File: config.mk
export PLATFORM = sky130hd
export DESIGN_NAME = ssa_hist_mem
export DESIGN_NICKNAME = d
export VERILOG_FILES = /design/src/sv/ssa_pkg.sv /design/src/sv/ssa_hist_mem.sv
export SDC_FILE = /design/constraint.sdc
export NUM_CORES = 1
export LEC_CHECK = 0
export BUFFER_PORTS_ARGS = -buffer_cell sky130_fd_sc_hd__buf_2
export CAP_MARGIN = 25
export CORE_UTILIZATION = 55
export DETAILED_ROUTE_END_ITERATION = 8
export GPL_TIMING_DRIVEN = 0
export PLACE_DENSITY_LB_ADDON = 0.1
export SYNTH_ARGS = -nofsm -noshare
export SYNTH_HDL_FRONTEND = slang
export SYNTH_SLANG_ARGS = --single-unit
export TNS_END_PERCENT = 30
File: constraint.sdc
create_clock -name clk_i -period 7.3 [get_ports clk_i]
set_input_delay 1.095 -clock clk_i [delete_from_list [all_inputs] [get_ports clk_i]]
set_output_delay 1.095 -clock clk_i [all_outputs]
set_load 0.02 [all_outputs]
File: src/sv/ssa_pkg.sv
// ----------------------------------------------------------------------------
// ssa_pkg
// Shared types and constants for the step size autotuner.
// ----------------------------------------------------------------------------
package ssa_pkg;

  localparam int unsigned HISTORY_DEF = 16;

  localparam logic [15:0] MIN_ACCEPT_RST = 16'd13107;
  localparam logic [15:0] MAX_ACCEPT_RST = 16'd26214;

  localparam logic CFG_MIN_ACCEPT = 1'b0;
  localparam logic CFG_MAX_ACCEPT = 1'b1;

  localparam logic [1:0] SRC_KEEP  = 2'd0;
  localparam logic [1:0] SRC_REGR  = 2'd1;
  localparam logic [1:0] SRC_BLIND = 2'd2;

  typedef struct packed {
    logic [31:0] step_size;
    logic [15:0] accept_rate;
    logic [15:0] random_fraction;
  } in_item_t;

  typedef struct packed {
    logic [31:0] next_step_size;
    logic [1:0]  source;
  } out_item_t;

  typedef struct packed {
    logic [15:0] accept;
    logic [31:0] step;
  } hist_entry_t;

  typedef enum logic [3:0] {
    S_IDLE,
    S_BLIND,
    S_SUM,
    S_MUL,
    S_MWAIT,
    S_COMB,
    S_DIV,
    S_DWAIT,
    S_DONE
  } state_e;

  typedef enum logic [2:0] {
    OP_NSXX,
    OP_SXSQ,
    OP_A1,
    OP_A2,
    OP_TOT,
    OP_TERM,
    OP_DVS
  } mop_e;

endpackage

File: src/sv/ssa_hist_mem.sv
// ----------------------------------------------------------------------------
// ssa_hist_mem
// History ring storage: one write port, one registered read port.
// ----------------------------------------------------------------------------
module ssa_hist_mem
  import ssa_pkg::*;
#(
  parameter int unsigned HISTORY = HISTORY_DEF
) (
  input  logic                       clk_i,
  input  logic                       we_i,
  input  logic [$clog2(HISTORY)-1:0] waddr_i,
  input  hist_entry_t                wdata_i,
  input  logic [$clog2(HISTORY)-1:0] raddr_i,
  output hist_entry_t                rdata_o
);

  hist_entry_t mem_q [HISTORY];
  hist_entry_t rdata_q;

  always_ff @(posedge clk_i) begin
    if (we_i) begin
      mem_q[waddr_i] <= wdata_i;
    end
  end

  always_ff @(posedge clk_i) begin
    rdata_q <= mem_q[raddr_i];
  end

  assign rdata_o = rdata_q;

endmodule

==> results_dict.tcl <==
set metrics [dict create \
    peakVddDrop_mv 0.244 \
    cp-start-kind "input port" \
    mapped_cell_area_sq_um 29700 \
    yosys.cell_types.count 17 \
    final.setup.tns_ns 0 \
    hp-class "register to register" \
    critical-path-top-delay-family "simple AND/OR/NAND/NOR gates" \
    setup_viol 0 \
    synth.top_cell.area_share_pct 77.7 \
    aggregate_global_routing_overflow 0 \
    yosysTopAreaCell "edfxtp_1" \
    postRouteWirelength_mm 63.0 \
    drv_slew 0 \
    worst-endpoint-arrival_ns 2.97 \
    core_area_sq_um 53000 \
    netlist_instances 1242 \
    final-instance-count-excl-fill 2232 \
    worst_clock_skew_ns 0.0188 \
    n_fill_cell 3462 \
    vias_per_cell 6.09 \
    critical-path-slowest-cell "nor3_2" \
    final_common_cell "edfxtp_1" \
    initial_util_pct 56.1 \
    drive_above_1_share_pct 32.8 \
    grt_start_max_net_pins 23 \
    area_growth_from_synthesis_to_layout_pct 16.7 \
    cts.reportedPaths.clkPinSlew_ns 0.06 \
    antenna_violations_before_repair 7 \
    critPathCaptureType "register" \
    clock_sink_count 816 \
    critPathBufInv 3 \
    grt_setup_unrepaired "no" \
    postCtsSetupRepairBufs 0 \
    worstPathCellList "buf_2, or3b_2, nor3_2, buf_6, buf_6" \
    top_usage_layer "met2" \
    hpwlAfterDp_mm 39.7 \
    pwr_density_cell_nw_per_um2 284 \
    final_hold_viol_count 0 \
    finish.instance_area_sq_um 34700 \
    cts_hold_buf 0 \
    max_cap_violations 0 \
    most_frequent_cells_in_the_layout "edfxtp_1, mux4_2, buf_2, a22oi_1, clkbuf_16" \
    cts_made_buffers 80 \
    fin_crit_ns 2.65 \
    num_rows 84 \
    drt_pre_antenna_iters 5 \
    final_net_count 1534 \
    io_buffers 103 \
    drc_errors 0 \
    synth.yosys.warnings 0 \
    slew_headroom_pct 36.8 \
    dpl.cell_count 2082 \
    num_io_pins 106 \
    critical_path_class "input port to register" \
    cts.path.max_buffers 3 \
    detail-route-antenna-nets 0 \
    grt_usage_pct 23.8 \
    cts_root_buffer "clkbuf_16" \
    layout.core_utilization_pct 65.4 \
    critPathMaxFanout 10 \
    worst_path_most_repeated_cell "buf_6" \
    place.gp.congestion 0.716 \
    first_iter_violations 1282 \
    wire_length_of_the_first_global_routing_pass_mm 91.4 \
    use_met1_pct 32.3 \
    worst_slew_pin_slew_ns 0.948 \
    p_leak_uw 0.0113 \
    setup_slack_ns 4.65 \
    finalCritPeriodShare_pct 36.3 \
    ys_ff_latch 816 \
    worst-endpoint-required_ns 7.62 \
    postSynthNetCount 1300 \
    clock_tree_from_tritoncts "done" \
    place_ws_ns 4.01 \
    post_drt_wl_per_cell_um 28.2 \
    grt_util_met2_pct 39.7 \
    post_cts_sizing 0 \
    met3_track_utilization_from_global_routing_pct 4.67 \
    clock_tree.htree_level_count 3 \
    vias_in_the_first_global_route 13882 \
    post_synth_main_area_contributors "edfxtp_1, mux4_2, dfxtp_1, a22oi_1, nand2_1" \
    fmaxAchievable_ghz 0.377 \
    clock_latency_ns 0.62 \
    proportion_of_synthesized_chip_area_in_sequential_cells_pct 80.9 \
    die_area_sq_um 54900 \
    die-height_um 234 \
    crit_path_max_incr_delay_ns 0.68 \
    vias 13592 \
    place_area_sq_um 32000 \
    synthesis.area_per_instance_sq_um 23.9 \
    outcome "complete, no violations" \
    dieWidth_um 234 \
]
[report_power, final]
group,switching [uW],internal (uW)
clock,1670,2410
sequential,27.2,5240
combinational,311,198
[path summary, 6_finish.rpt]
kind	from	to	slack, ns	cells after the start
max reg2reg	mem_q[11][3]	rdata_o[3]	5.92	3
min	mem_q[14][15]	rdata_o[15]	0.66	3
min reg2reg	mem_q[14][15]	rdata_o[15]	0.66	3
max	waddr_i[2]	mem_q[0][8]	4.65	5
[sequential cells by signal, summed over array words and instances (netlist names)]
signal   count
mem_q      768
rdata_o     48
[layout make-up]
type | count | area [sq um] | area share, %
Multi-Input combinational cell | 363 | 5470 | 15.8
Sequential cell | 816 | 24000 | 69.3
Antenna cell | 2 | 5.00 | 0.0144
Buffer | 63 | 314 | 0.906
Tap cell | 688 | 861 | 2.48
Timing Repair Buffer | 152 | 1340 | 3.87
Clock inverter | 29 | 250 | 0.722
Clock buffer | 119 | 2390 | 6.91
[per-stage QoR]
step                power [uW]  hold slack, ns
finish                    9850           0.665
global route             10100           0.693
CTS                       9930           0.667
detailed placement        5880           0.653
global placement          5850           0.647
floorplan                 5650           0.635
[Yosys cell counts]
cell type and instances:
or3b_2 1, buf_1 9, dfxtp_1 48, buf_4 18
nor3_1 4, nand3_1 1, edfxtp_1 768, nand2_1 49
and2_1 1, nor2b_1 2, a22oi_1 96, nor2_1 13
nand3b_1 2, buf_2 8, mux4_2 192, nand2b_1 2
clkbuf_1 28
[routing by layer]
metal  routed length [um]  vias up  share of wire (%)
met1                25900     7268                 41
met3                 3560       95                5.7
li1                     -     5802                  -
met2                32200      417                 51
met4                 1270       10                2.0
met5                   64        -               0.10
[cells by family (layout without fill, tap and decap cells)]
group,after synthesis,count (layout),share of synthesized area [%]
AOI/OAI and AO/OA,96,96,2.43
buffers and inverters,63,363,1.06
DFF,816,816,80.9
muxes,192,192,14.6
other,0,2,0
and+or+nand+nor,75,75,1.05
[worst min-delay path, delay by kind of cell, from the launching register on]
| kind | cells | cell delay [ns] |
|---|---|---|
| flops | 1 | 0.31 |
| compound gates | 1 | 0.06 |
| mux | 1 | 0.22 |
| simple gates | 1 | 0.05 |
Power figures use the tool's default switching activity.
