**src/sv/ssa_pkg.sv**
```systemverilog
// ----------------------------------------------------------------------------
// ssa_pkg
// Shared types and constants for the step size autotuner.
// ----------------------------------------------------------------------------
package ssa_pkg;

  localparam int unsigned HISTORY_DEF = 16;

  localparam logic [15:0] MIN_ACCEPT_RST = 16'd13107;
  localparam logic [15:0] MAX_ACCEPT_RST = 16'd26214;

  localparam logic CFG_MIN_ACCEPT = 1'b0;
  localparam logic CFG_MAX_ACCEPT = 1'b1;

  localparam logic [1:0] SRC_KEEP  = 2'd0;
  localparam logic [1:0] SRC_REGR  = 2'd1;
  localparam logic [1:0] SRC_BLIND = 2'd2;

  typedef struct packed {
    logic [31:0] step_size;
    logic [15:0] accept_rate;
    logic [15:0] random_fraction;
  } in_item_t;

  typedef struct packed {
    logic [31:0] next_step_size;
    logic [1:0]  source;
  } out_item_t;

  typedef struct packed {
    logic [15:0] accept;
    logic [31:0] step;
  } hist_entry_t;

  typedef enum logic [3:0] {
    S_IDLE,
    S_BLIND,
    S_SUM,
    S_MUL,
    S_MWAIT,
    S_COMB,
    S_DIV,
    S_DWAIT,
    S_DONE
  } state_e;

  typedef enum logic [2:0] {
    OP_NSXX,
    OP_SXSQ,
    OP_A1,
    OP_A2,
    OP_TOT,
    OP_TERM,
    OP_DVS
  } mop_e;

endpackage

```
**src/sv/ssa_mul.sv**
```systemverilog
// ----------------------------------------------------------------------------
// ssa_mul
// Shift-add multiplier, 64 x 64 -> 128, one multiplier bit per cycle,
// stops once the remaining multiplier bits are zero.
// ----------------------------------------------------------------------------
module ssa_mul
  import ssa_pkg::*;
(
  input  logic         clk_i,
  input  logic         rst_ni,
  input  logic         start_i,
  input  logic [63:0]  a_i,
  input  logic [63:0]  b_i,
  output logic         done_o,
  output logic [127:0] p_o
);

  logic         busy_q, done_q;
  logic [127:0] acc_q, a_q;
  logic [63:0]  b_q;

  always_ff @(posedge clk_i or negedge rst_ni) begin
    if (!rst_ni) begin
      busy_q <= 1'b0;
      done_q <= 1'b0;
    end else begin
      done_q <= 1'b0;
      if (start_i) begin
        busy_q <= 1'b1;
      end else if (busy_q && (b_q == 64'd0)) begin
        busy_q <= 1'b0;
        done_q <= 1'b1;
      end
    end
  end

  always_ff @(posedge clk_i) begin
    if (start_i) begin
      acc_q <= '0;
      a_q   <= {64'd0, a_i};
      b_q   <= b_i;
    end else if (busy_q && (b_q != 64'd0)) begin
      if (b_q[0]) begin
        acc_q <= acc_q + a_q;
      end
      a_q <= {a_q[126:0], 1'b0};
      b_q <= {1'b0, b_q[63:1]};
    end
  end

  assign done_o = done_q;
  assign p_o    = acc_q;

endmodule

```
**config.mk**
```make
export PLATFORM = sky130hd
export DESIGN_NAME = ssa_mul
export DESIGN_NICKNAME = d
export VERILOG_FILES = /design/src/sv/ssa_pkg.sv /design/src/sv/ssa_mul.sv
export SDC_FILE = /design/constraint.sdc
export NUM_CORES = 1
export LEC_CHECK = 0
export ABC_CLOCK_PERIOD_IN_PS = 6150
export CAP_MARGIN = 0
export CORE_MARGIN = 2
export CORE_UTILIZATION = 25
export DETAILED_ROUTE_END_ITERATION = 10
export DONT_BUFFER_PORTS = 1
export GPL_TIMING_DRIVEN = 0
export SYNTH_ARGS = -nofsm -noshare
export SYNTH_HDL_FRONTEND = slang
export SYNTH_SLANG_ARGS = --single-unit
```
**constraint.sdc**
```tcl
create_clock -name clk_i -period 6.15 [get_ports clk_i]
set_input_delay 1.23 -clock clk_i [delete_from_list [all_inputs] [get_ports clk_i]]
set_output_delay 1.23 -clock clk_i [all_outputs]
set_load 0.005 [all_outputs]
```
==> impl_metrics.toml <==
[timing]
period_needed_ps = 4850
hold_violations = 0
whs_ps = 369
slew_headroom_pct = 22.6
fin_worst_skew_ps = 42.9
rsz0062_at_grt = "no"
worst_pin_slew_ps = 1150
setup_violations = 0
fmax_ghz = 0.206
slew_viol_final = 0
timing.final.crit_share_pct = 78.9
tns_ps = 0

[clock_tree]
cts_buffer_depth = 3
numCtsBuffers = 42
cts_tree = "done"
clk_pin_slew_worst_paths_ps = 60
clock_latency_ps = 580
cts_resized = 0
cts.sinks = 322
holdBufCountCts = 0
cts_root_buf = "clkbuf_16"
cts_setup_buffers = 0
htree_levels = 2

[synthesis]
postSynthAreaPerCell_um2 = 8.86
synthCells = 2302
yosysSeqAreaShare_pct = 37.9
ys_types = 86
synth-edff-count = 128
synth_top_flop_cell = "dfxtp_1"
async_reset_ff_share_pct = 0.621
synth_seq_cells = 322
synth_fp_nets = 2561
netlist_area_um2 = 20400
yosysWarnings = 0

[route]
vias = 17400
viasPerCell = 5.05
drt_iter0_drc = 1266
drt-total-wl_um = 70100
wl_per_cell_um = 20.3
ant_nets = 0
drc = 0
dr.pass1.iters = 5

[power]
swShare_pct = 35.8
irDropWorstVdd_mv = 0.249
p_int_mw = 4.52
pwr-share-clk_pct = 33.8
pwr_density_cell_nw_per_um2 = 304
p_leak_nw = 9.16
seqPwrFrac_pct = 38.4
combinationalPowerShare_pct = 27.8
power.switching_mw = 2.52

[worst_setup_path]
worst-path-buf-inv = 1
path_cells = "ha_1 -> clkbuf_1 -> a21oi_1 -> o21ai_0 -> a211oi_1 -> nor3_1 -> a311oi_1 -> a21oi_1 -> o211ai_1 -> nand2_1 -> a21boi_1 -> o21ai_0 -> xnor2_1 -> o21ai_0"
cp-end-kind = "flip-flop"
path_delay_family = "compound AO/OA/AOI/OAI gates"
crit_path_frequent_cell = "o21ai_0"
path_class = "flip-flop to flip-flop"
critPathMaxStageDelay_ps = 890
slowest_stage = "a311oi_1"
critical_path_arrival_ps = 5280
cp-start-kind = "flip-flop"
crit_required_ps = 6570
crit_path_max_fanout = 8

[grt]
busiest_layer = "met2"
grt_pass1_vias = 16600
gr-usage-met1_pct = 20.4
grt_max_degree = 64
track_usage_pct = 16.0
grt_pass1_wl_um = 103000
antenna_found_initial = 7
grt_remaining_overflow = 0
gr-usage-met2_pct = 25.3
use_met3_pct = 6.05

[die]
die_x_um = 290
start_util_pct = 25.3
die_area_um2 = 83900
fp-row-count = 104
chipHeight_um = 290
io_pins = 260
coreArea_um2 = 80700

[layout]
areaGrowthSynthToFinish_pct = 13.3
final_common_cell = "nand2_1"
layout.nets = 2607
fill_cells = 8659
final_layout_size_suffix_gt1_share_pct = 10.2
final_cell_mix = "nand2_1, a21oi_1, nor2_1, dfxtp_1, edfxtp_1"

[worst_hold_path]
hold_class = "primary input to async pin"

[outcome]
status = "completed"

[job]
cap_viol_max_count = 0

[placed_design]
place_hpwl_um = 55700
port_buffers = 0
place_congestion = 0.926
[worst paths after layout]
| kind | end | slack [ps] | cells past startpoint | from |
|---|---|---|---|---|
| min in group clk_i | p_o[29]$_SDFFE_PP0P_ | 500 | 2 | p_o[29]$_SDFFE_PP0P_ |
| max in group asynchronous | done_o$_DFF_PN0_ | 5710 | 0 | rst_ni |
| hold / removal | busy_q$_DFFE_PN0P_ | 370 | 0 | rst_ni |
| hold reg to reg | p_o[29]$_SDFFE_PP0P_ | 500 | 2 | p_o[29]$_SDFFE_PP0P_ |
| setup reg to reg | p_o[119]$_SDFFE_PP0P_ | 1300 | 14 | a_q[42]$_DFFE_PP_ |
| setup / recovery | p_o[119]$_SDFFE_PP0P_ | 1300 | 14 | a_q[42]$_DFFE_PP_ |
[metal layers]
metal	routed length, um	part of all wire, %
met5	58	0.083
met4	1740	2.5
met3	6870	9.8
met2	31400	45
met1	30100	43
[worst register-to-register path, stage by stage, from the launching register on]
cell and delay, ps:
edfxtp_1 400, ha_1 280, clkbuf_1 200, a21oi_1 270
o21ai_0 370, a211oi_1 350, nor3_1 100, a311oi_1 890
a21oi_1 350, o211ai_1 400, nand2_1 210, a21boi_1 380
o21ai_0 240, xnor2_1 170, o21ai_0 90
[state kept, by name, summed over array words and instances (netlist names)]
register and count:
done_o 1, p_o 128, b_q 64, a_q 128
busy_q 1
[metrics by stage]
stage / worst slack, ps / utilization [%] / total power [mW] / std cells / cell area, um2
2_1_floorplan: 2160 / - / 4.06 / 2302 / 20400
3_3_place_gp: 530 / 26.9 / 4.65 / 3362 / 21700
3_5_place_dp: 1450 / 27.0 / 4.66 / 3364 / 21800
4_1_cts: 1380 / 28.6 / 7.08 / 3440 / 23100
5_1_grt: 912 / 28.6 / 7.40 / 3442 / 23100
6_report: 1300 / 28.7 / 7.03 / 3446 / 23100
[cells in the mapped netlist, types with 11 or more instances]
master	count	area, um2
edfxtp_1	128	3840
nor2_1	199	747
a21o_1	70	526
nand2_1	318	1190
a211oi_1	17	128
or3_1	12	75.1
a31oi_1	12	75.1
a21boi_0	11	82.6
xor2_1	52	455
mux2i_1	66	661
o21bai_1	34	255
buf_2	11	55.1
nor3_1	33	165
ha_1	127	1590
dfxtp_1	192	3840
nand4_1	68	425
mux2_2	126	1420
xnor2_1	60	526
o21ai_0	96	480
nand3_1	16	80.1
o21a_1	17	128
nor4_1	28	175
inv_1	28	105
a21oi_1	274	1370
o21ai_1	29	145
clkbuf_1	115	432
[cell type report]
cell class	count	area (um2)	area share [%]
tap	1060	1330	5.74
antenna	6	15.0	0.0649
clock inverter	23	181	0.785
multi-input combinational	1816	12000	52.1
clock buffer	53	1140	4.94
sequential	322	7740	33.5
inverter	28	105	0.455
timing repair buffer	2	47.5	0.206
buffer	136	524	2.27
[logic make-up (layout without fill, tap and decap cells)]
| kind of cell | count (synthesis) | in the layout | synth area share [%] |
|---|---|---|---|
| buffers and inverters | 164 | 242 | 3.08 |
| other | 0 | 6 | 0 |
| xor gates and xnor gates | 112 | 112 | 4.81 |
| adders and majority gates | 128 | 128 | 7.88 |
| and+or+nand+nor | 740 | 740 | 16.4 |
| muxes | 192 | 192 | 10.2 |
| AOI/OAI and AO/OA | 644 | 644 | 19.7 |
| DFF | 322 | 322 | 37.9 |
[power groups by stage]
stage               combinational, mW  sequential (mW)  clock (mW)
global route                     2.15             2.73        2.52
detailed placement               1.91             2.75           0
global placement                 1.90             2.75           0
finish                           1.95             2.70        2.38
CTS                              1.92             2.71        2.45
floorplan                        1.45             2.61           0
(Power assumes the default switching activity.)
