## src/sv/ssa_pkg.sv

```systemverilog
// ----------------------------------------------------------------------------
// ssa_pkg
// Shared types and constants for the step size autotuner.
// ----------------------------------------------------------------------------
package ssa_pkg;

  localparam int unsigned HISTORY_DEF = 16;

  localparam logic [15:0] MIN_ACCEPT_RST = 16'd13107;
  localparam logic [15:0] MAX_ACCEPT_RST = 16'd26214;

  localparam logic CFG_MIN_ACCEPT = 1'b0;
  localparam logic CFG_MAX_ACCEPT = 1'b1;

  localparam logic [1:0] SRC_KEEP  = 2'd0;
  localparam logic [1:0] SRC_REGR  = 2'd1;
  localparam logic [1:0] SRC_BLIND = 2'd2;

  typedef struct packed {
    logic [31:0] step_size;
    logic [15:0] accept_rate;
    logic [15:0] random_fraction;
  } in_item_t;

  typedef struct packed {
    logic [31:0] next_step_size;
    logic [1:0]  source;
  } out_item_t;

  typedef struct packed {
    logic [15:0] accept;
    logic [31:0] step;
  } hist_entry_t;

  typedef enum logic [3:0] {
    S_IDLE,
    S_BLIND,
    S_SUM,
    S_MUL,
    S_MWAIT,
    S_COMB,
    S_DIV,
    S_DWAIT,
    S_DONE
  } state_e;

  typedef enum logic [2:0] {
    OP_NSXX,
    OP_SXSQ,
    OP_A1,
    OP_A2,
    OP_TOT,
    OP_TERM,
    OP_DVS
  } mop_e;

endpackage

```

## src/sv/ssa_div.sv

```systemverilog
// ----------------------------------------------------------------------------
// ssa_div
// Restoring divider, 128 / 64, one quotient bit per cycle; quotient
// saturates to 32 bits.
// ----------------------------------------------------------------------------
module ssa_div
  import ssa_pkg::*;
(
  input  logic         clk_i,
  input  logic         rst_ni,
  input  logic         start_i,
  input  logic [127:0] num_i,
  input  logic [63:0]  den_i,
  output logic         done_o,
  output logic [31:0]  q_o
);

  logic         busy_q, done_q;
  logic [6:0]   cnt_q;
  logic [127:0] num_q;
  logic [63:0]  den_q, rem_q;
  logic [31:0]  quo_q;
  logic         ovf_q;
  logic [63:0]  trial;
  logic         fits;

  assign trial = {rem_q[62:0], num_q[127]};
  assign fits  = (trial >= den_q);

  always_ff @(posedge clk_i or negedge rst_ni) begin
    if (!rst_ni) begin
      busy_q <= 1'b0;
      done_q <= 1'b0;
      cnt_q  <= '0;
    end else begin
      done_q <= 1'b0;
      if (start_i) begin
        busy_q <= 1'b1;
        cnt_q  <= '0;
      end else if (busy_q) begin
        cnt_q <= cnt_q + 7'd1;
        if (cnt_q == 7'd127) begin
          busy_q <= 1'b0;
          done_q <= 1'b1;
        end
      end
    end
  end

  always_ff @(posedge clk_i) begin
    if (start_i) begin
      num_q <= num_i;
      den_q <= den_i;
      rem_q <= '0;
      quo_q <= '0;
      ovf_q <= 1'b0;
    end else if (busy_q) begin
      rem_q <= fits ? (trial - den_q) : trial;
      num_q <= {num_q[126:0], 1'b0};
      quo_q <= {quo_q[30:0], fits};
      ovf_q <= ovf_q | quo_q[31];
    end
  end

  assign done_o = done_q;
  assign q_o    = ovf_q ? 32'hFFFF_FFFF : quo_q;

endmodule
```

## config.mk

```make
export PLATFORM = sky130hd
export DESIGN_NAME = ssa_div
export DESIGN_NICKNAME = d
export VERILOG_FILES = /design/src/sv/ssa_pkg.sv /design/src/sv/ssa_div.sv
export SDC_FILE = /design/constraint.sdc
export NUM_CORES = 1
export LEC_CHECK = 0
export ABC_AREA = 0
export BUFFER_PORTS_ARGS = -buffer_cell sky130_fd_sc_hd__buf_2
export CORE_MARGIN = 2
export CORE_UTILIZATION = 52
export DETAILED_ROUTE_END_ITERATION = 10
export GPL_TIMING_DRIVEN = 0
export PLACE_DENSITY = 0.8
export SKIP_CTS_REPAIR_TIMING = 1
export SLEW_MARGIN = 30
export SYNTH_ARGS = -nofsm -noshare
export SYNTH_HDL_FRONTEND = slang
export SYNTH_SLANG_ARGS = --single-unit
```

## constraint.sdc

```tcl
create_clock -name clk_i -period 4.4 [get_ports clk_i]
set_clock_uncertainty 0.1 [all_clocks]
set_input_delay 0.44 -clock clk_i [delete_from_list [all_inputs] [get_ports clk_i]]
set_output_delay 0.44 -clock clk_i [all_outputs]
set_load 0.02 [all_outputs]
```

==> flow_metrics.env, run 1 <==
export IMPL_die_height_microns=178.7
export IMPL_syn_instance_count=1495
export IMPL_max_freq_ghz=0.2412
export IMPL_slew_headroom_pct=18.77
export IMPL_syn_nets=1756
export IMPL_pwr_density_cell_nw_per_um2=381.6
export IMPL_grt_first_pass_wirelength_microns=64180
export IMPL_synth_simple_area_share_pct=12.12
export IMPL_area_growth_pct=21.55
export IMPL_vias_per_cell=5.596
export IMPL_drt_iter0_markers=838
export IMPL_reg2reg_slack_ns=0.25
export IMPL_setup_slack_ns=0.2537
export IMPL_grt_overflow=0
export IMPL_synth_enable_flop_cells=192
export IMPL_fin_tns_setup_ns=0
export IMPL_top_layer_used="met5"
export IMPL_syn_area_sq_um=15860
export IMPL_cts_tree="built"
export IMPL_r2r_start="den_q[51]"
export IMPL_switching_power_mw=1.906
export IMPL_drive_above_1_share_pct=25.27
export IMPL_synth_top_family_by_area="compound AO/OA/AOI/OAI gates"
export IMPL_ys_types=72
export IMPL_seqPwrFrac_pct=45.0
export IMPL_path_buf_inv=3
export IMPL_fp_coreArea_sq_um=29870
export IMPL_finalWirelength_microns=40950
export IMPL_grt_max_degree=78
export IMPL_met3_length_microns=3335
export IMPL_clkPwrFrac_pct=39.1
export IMPL_rsz0062_at_grt="false"
export IMPL_cts_max_path_buffers=3
export IMPL_drtAntennaViolNets=0
export IMPL_fin_hold_ws_ns=0.01071
export IMPL_drt_wirelength_per_cell_microns=18.30
export IMPL_crit_start="den_q[51]"
export IMPL_muxShareOfSynthArea_pct=11.94
export IMPL_grt_use_total_pct=25.69
export IMPL_cp_required_ns=4.73
export IMPL_synth_area_leaders="edfxtp_1 (36%), dfxtp_1 (12%), mux2_2 (9.1%)"
export IMPL_ys_ff_latch=297
export IMPL_cp_max_fo=10
export IMPL_numCtsBuffers=34
export IMPL_synth_top_area_cell="edfxtp_1"
export IMPL_pwr_share_comb_pct=15.8
export IMPL_maxCapViolCount=0
export IMPL_clk_latency_ns=0.52
export IMPL_fill_cells=2408
export IMPL_crit_family="compound AO/OA/AOI/OAI gates"
export IMPL_startpoint_type="flip-flop"
export IMPL_worstSetupPathType="flip-flop to flip-flop"
export IMPL_vias=12520
export IMPL_max_stage_delay_ns=1.00
export IMPL_status="finished, final reports clean"
export IMPL_maxSlewViolCount=0
export IMPL_p_int_mw=5.451
export IMPL_synth_ff_type="edfxtp_1"
export IMPL_synth_compound_area_share_pct=13.35
export IMPL_die_w_microns=178.7
export IMPL_layout_nets=2079
export IMPL_min_delay_start="den_i[22]"
export IMPL_gp_congestion=0.9487
export IMPL_wl_met1_microns=17360
export IMPL_cts_clk_slew_worst_paths_ns=0.06
export IMPL_rows=63
export IMPL_async_flop_share_pct=3.030
export IMPL_syn_avg_cell_area_sq_um=10.61
export IMPL_fin_area_sq_um=19280
export IMPL_dr_pass1_iters=5
export IMPL_finalSetupViolCount=0
export IMPL_yosys_area_top_type_share_pct=36.35
export IMPL_drc_errors=0
export IMPL_clock_sinks=297
export IMPL_swShare_pct=25.91
export IMPL_antenna_found_initial=6
export IMPL_worst_slew_pin_slew_ns=1.188
export IMPL_synth_seq_area_share_pct=49.89
export IMPL_cp_data_arrival_time_ns=4.48
export IMPL_grt_pass1_vias=12230
export IMPL_initial_core_util_pct=53.09
export IMPL_hp_class="primary input to flip-flop"
export IMPL_fin_crit_ns=4.146
export IMPL_cts_root_buffer="clkbuf_16"
export IMPL_pin_count=228
export IMPL_power_leakage_nw=8.339
export IMPL_wl_met2_microns=19210
export IMPL_finalHoldViolCount=0
export IMPL_cp_end_kind="flip-flop"
export IMPL_dp_worst_setup_slack_ns=0.08582
export IMPL_cts_htree_levels=2
export IMPL_dieArea_sq_um=31920
export IMPL_portBuffers=227
export IMPL_critical_path_slowest_cell="a2111oi_0"
export IMPL_place_area_sq_um=17550
export IMPL_synth_xor_area_share_pct=3.258
export IMPL_cp_cell_sequence="inv_1 -> ha_1 -> clkbuf_1 -> a21oi_1 -> o21ai_1 -> nor2b_1 -> o21ai_1 -> a21oi_1 -> a2111oi_0 -> o21ai_4 -> buf_6 -> nor2_1 -> a22oi_1 -> o21ai_0"
export IMPL_synth_warnings=0
export IMPL_finalCritPeriodShare_pct=94.23
export IMPL_hpwl_microns=30040
export IMPL_synthAdderAreaFrac_pct=5.254
export IMPL_vdd_ir_drop_max_mv=0.3177
[cells in the final DEF (no fill, tap or decap), types with 5 or more instances in the layout]
cell / n
buf_2: 235
edfxtp_1: 192
nand2_1: 134
nor2_1: 131
mux2_2: 128
a21oi_1: 101
dfxtp_1: 96
inv_1: 83
clkbuf_1: 80
ha_1: 65
dlygate4sd3_1: 58
mux2i_1: 44
xnor2_1: 41
o21ai_0: 40
or2_2: 36
clkbuf_16: 35
a311oi_1: 31
nand4_1: 29
a21o_1: 28
a211oi_1: 20
nor3_1: 20
o21bai_1: 20
xor2_1: 18
nand2b_1: 12
o21a_1: 10
o211ai_1: 9
o21ai_1: 9
nor2b_1: 9
dfrtp_1: 9
nand3_1: 8
a22oi_1: 8
and3_1: 7
nor4_1: 6
and2_1: 5
a31oi_1: 5
buf_1: 5
or3_1: 5
[final timing paths]
path,end,depth (start not counted)
setup reg to reg,rem_q[41],14
min in group asynchronous,cnt_q[3],2
hold reg to reg,rem_q[17],2
hold / removal,den_q[22],1
max in group asynchronous,cnt_q[6],2
setup / recovery,rem_q[41],14
[cell families after synthesis]
group                      Yosys count
and+or+nand+nor                    414
AOI/OAI and AO/OA                  316
DFF                                297
muxes                              173
buffers and inverters              170
adders and majority gates           66
xor gates and xnor gates            59
[per-stage QoR]
step / utilization, % / power, mW / std cells
3_3_place_gp: 58.53 / 4.430 / 2112
2_1_floorplan: - / 4.120 / 1495
5_1_grt: 64.52 / 7.655 / 2236
6_report: 64.53 / 7.357 / 2238
3_5_place_dp: 58.73 / 4.466 / 2114
4_1_cts: 62.50 / 7.346 / 2176
[state kept, by name, indices dropped and copies added (netlist names)]
register  count
num_q       128
done_o        1
den_q        64
busy_q        1
ovf_q         1
cnt_q         7
quo_q        32
rem_q        63
[power by group through the flow]
stage	registers, mW	clock network, mW	logic [mW]
after floorplan	3.33	0	0.795
after global placement	3.36	0	1.07
after detailed placement	3.37	0	1.10
after CTS	3.31	2.92	1.11
after global routing	3.33	3.03	1.29
final	3.31	2.88	1.16
[layer usage]
layer	vias up	track usage, %
li1	6091	-
met1	5907	32.58
met2	442	42.74
met3	79	7.209
met4	4	7.859
met5	-	0
[synth_stat cells (all sizes together) (3+ instances only)]
cell type  instances
a211oi            20
a21o              28
o21a              10
a22oi              8
a221oi             3
nand3              8
inv               84
and2               5
o21bai            21
a311oi            31
a2111oi            3
mux2i             44
dfxtp             96
or3                5
ha                65
nand4             29
clkbuf            68
mux2             129
a21oi            102
nor3              20
xnor2             41
nand2b            12
nand2            134
o31ai              5
xor2              18
and3               7
edfxtp           192
o211ai             9
nor2b             10
or2               37
a31oi              6
buf               17
dfrtp              9
nor2             132
nor4               7
o21ai             50
[cell type report]
cell class,instances,area (sq um),area share [%]
Clock inverter,15,206.4,1.071
Antenna cell,4,10.01,0.05192
Clock buffer,47,920.9,4.776
Buffer,85,345.3,1.791
Sequential cell,297,7913,41.04
Multi-Input combinational cell,1028,7303,37.88
Inverter,85,326.6,1.694
Timing Repair Buffer,287,1767,9.163
Tap cell,390,488.0,2.531
Power figures use the tool's default switching activity.
==> run 2, diff against run 1 <==
--- a/config.mk
+++ b/config.mk
@@ -7,11 +7,13 @@
 export LEC_CHECK = 0
 export ABC_AREA = 0
 export BUFFER_PORTS_ARGS = -buffer_cell sky130_fd_sc_hd__buf_2
+export CAP_MARGIN = 15
 export CORE_MARGIN = 2
 export CORE_UTILIZATION = 52
 export DETAILED_ROUTE_END_ITERATION = 10
 export GPL_TIMING_DRIVEN = 0
 export PLACE_DENSITY = 0.8
+export RECOVER_POWER = 25
 export SKIP_CTS_REPAIR_TIMING = 1
 export SLEW_MARGIN = 30
 export SYNTH_ARGS = -nofsm -noshare
==> run 2 against run 1 <==
  * The flow now finishes with violations (capacitance limit, slew limit)
  * First-iteration DRC count is 0.24% lower
  * Wire length hardly changed
  * Flip-flop and latch count stayed put
  * Register-to-register slack hardly changed
  * Worst setup slack worse by 0.012 ns
  * Sequential power hardly changed
  * Total power hardly changed
  * Clock power hardly changed
  * Combinational power hardly changed
  * Non-clock buffer count stayed put
  * Final area is 0.14% lower
  * Critical path type unchanged
  * Largest power group unchanged
  * Highest routed layer unchanged
==> flow_metrics.env, run 2 (synthesis results as in run 1) <==
export IMPL_cts_tree="built"
export IMPL_cp_required_ns=4.74
export IMPL_fin_crit_ns=4.158
export IMPL_startpoint_type="flip-flop"
export IMPL_vias_per_cell=5.606
export IMPL_dp_cells=2114
export IMPL_fill_cells=2412
export IMPL_antenna_found_initial=6
export IMPL_die_w_microns=178.7
export IMPL_hp_class="primary input to flip-flop"
export IMPL_pin_count=228
export IMPL_final_cells=2238
export IMPL_finalWirelength_microns=40930
export IMPL_final_cell_mix="buf_2 (229), edfxtp_1 (192), nand2_1 (134)"
export IMPL_swShare_pct=25.91
export IMPL_largest_register="num_q"
export IMPL_die_height_microns=178.7
export IMPL_pwr_density_cell_nw_per_um2=382.1
export IMPL_rows=63
export IMPL_largest_reg_flops=128
export IMPL_reg_top3="num_q (128), den_q (64), rem_q (63)"
export IMPL_layout_commonest_cell="buf_2"
export IMPL_cts_htree_levels=2
export IMPL_maxSlewViolCount=69
export IMPL_switching_power_mw=1.906
export IMPL_drt_iter0_markers=836
export IMPL_grt_max_degree=78
export IMPL_worst_slew_pin_slew_ns=1.922
export IMPL_drc_errors=0
export IMPL_hpwl_microns=30040
export IMPL_cts_max_path_buffers=3
export IMPL_maxCapViolCount=2
export IMPL_dieArea_sq_um=31920
export IMPL_cts_root_buffer="clkbuf_16"
export IMPL_status="finished with violations"
export IMPL_area_growth_pct=21.38
export IMPL_fin_tns_setup_ns=0
export IMPL_vdd_ir_drop_max_mv=0.3178
export IMPL_power_leakage_nw=8.311
export IMPL_grt_pass1_vias=12230
export IMPL_max_stage_delay_ns=1.01
export IMPL_clk_latency_ns=0.52
export IMPL_dr_pass1_iters=5
export IMPL_seqPwrFrac_pct=45.0
export IMPL_rsz0062_at_grt="false"
export IMPL_cts_clk_slew_worst_paths_ns=0.06
export IMPL_worstSetupPathType="flip-flop to flip-flop"
export IMPL_pwr_share_comb_pct=15.8
export IMPL_vias=12550
export IMPL_initial_core_util_pct=53.09
export IMPL_grt_first_pass_wirelength_microns=64180
export IMPL_numCtsBuffers=34
export IMPL_critical_path_slowest_cell="a2111oi_0"
export IMPL_grt_use_total_pct=25.69
export IMPL_cp_max_fo=10
export IMPL_finalHoldViolCount=0
export IMPL_layout_nets=2079
export IMPL_slew_headroom_pct=-28.15
export IMPL_fp_coreArea_sq_um=29870
export IMPL_gp_congestion=0.9487
export IMPL_clock_sinks=297
export IMPL_cp_data_arrival_time_ns=4.49
export IMPL_finalCritPeriodShare_pct=94.51
export IMPL_cp_cell_sequence="inv_1 -> ha_1 -> clkbuf_1 -> a21oi_1 -> o21ai_1 -> nor2b_1 -> o21ai_1 -> a21oi_1 -> a2111oi_0 -> o21ai_4 -> buf_6 -> nor2_1 -> a22oi_1 -> o21ai_0"
export IMPL_drt_wirelength_per_cell_microns=18.29
export IMPL_portBuffers=227
export IMPL_violations="capacitance limit, slew limit"
export IMPL_p_int_mw=5.450
export IMPL_max_freq_ghz=0.2405
export IMPL_drtAntennaViolNets=0
export IMPL_grt_overflow=0
export IMPL_cp_end_kind="flip-flop"
export IMPL_finalSetupViolCount=0
export IMPL_clkPwrFrac_pct=39.2
export IMPL_drive_above_1_share_pct=24.84
-- run 2: cell types whose count changed in the layout (fill, tap and decap cells not counted) --
| cell | before | now |
|---|---|---|
| buf_12 | 1 | 0 |
| buf_2 | 235 | 229 |
| buf_4 | 3 | 2 |
| clkbuf_1 | 80 | 88 |
-- run 2: final cells by class --
type                            count  area [sq um]  area share (%)
Multi-Input combinational cell   1028          7303           37.93
Buffer                             85         345.3           1.794
Clock buffer                       47         920.9           4.783
Tap cell                          390         488.0           2.535
Timing Repair Buffer              287          1739           9.034
Sequential cell                   297          7913           41.10
Inverter                           85         326.6           1.696
Clock inverter                     15         206.4           1.072
Antenna cell                        4         10.01         0.05199
-- run 2: per-layer routing --
layer  track usage (%)  vias to the layer above  share of wire, %
met5                 0                        -             0.059
met4             7.859                        4               2.5
met3             7.209                       78               8.4
met2             42.74                      471                47
met1             32.58                     5902                42
li1                  -                     6092                 -
-- run 2: power groups by stage --
stage          logic, mW  registers, mW  clock network (mW)
6_report            1.16           3.31                2.88
5_1_grt             1.29           3.33                3.03
4_1_cts             1.11           3.31                2.92
3_5_place_dp        1.10           3.37                   0
3_3_place_gp        1.07           3.36                   0
2_1_floorplan      0.795           3.33                   0
-- run 2: worst max-delay path, delay by kind of cell (launching register included) --
| family | cells | cell delay, ns |
|---|---|---|
| AOI/OAI and AO/OA | 8 | 2.13 |
| adders and majority gates | 1 | 0.21 |
| buffers and inverters | 3 | 0.53 |
| DFF | 1 | 0.35 |
| and+or+nand+nor | 2 | 0.74 |
-- run 2: final timing paths --
| check | from | to | slack (ns) | cells after the start |
|---|---|---|---|---|
| max | den_q[51] | rem_q[41] | 0.24 | 14 |
| min | den_i[22] | den_q[22] | 0.01 | 1 |
| max reg2reg | den_q[51] | rem_q[41] | 0.24 | 14 |
| min reg2reg | rem_q[20] | rem_q[21] | 0.40 | 2 |
| max in group asynchronous | rst_ni | cnt_q[1] | 3.55 | 2 |
| min in group asynchronous | rst_ni | cnt_q[3] | 0.32 | 2 |
-- run 2: metrics by stage --
stage	area (sq um)	setup WS, ns	util [%]	total power, mW	hold slack, ns
global route	19250	0.06072	64.43	7.653	0.004311
floorplan	15860	0.1768	-	4.120	0.04441
detailed placement	17550	0.08582	58.73	4.466	0.2037
finish	19250	0.2417	64.44	7.356	0.01089
global placement	17490	-2.727	58.53	4.430	0.1972
CTS	18670	0.06420	62.50	7.346	-0.3393
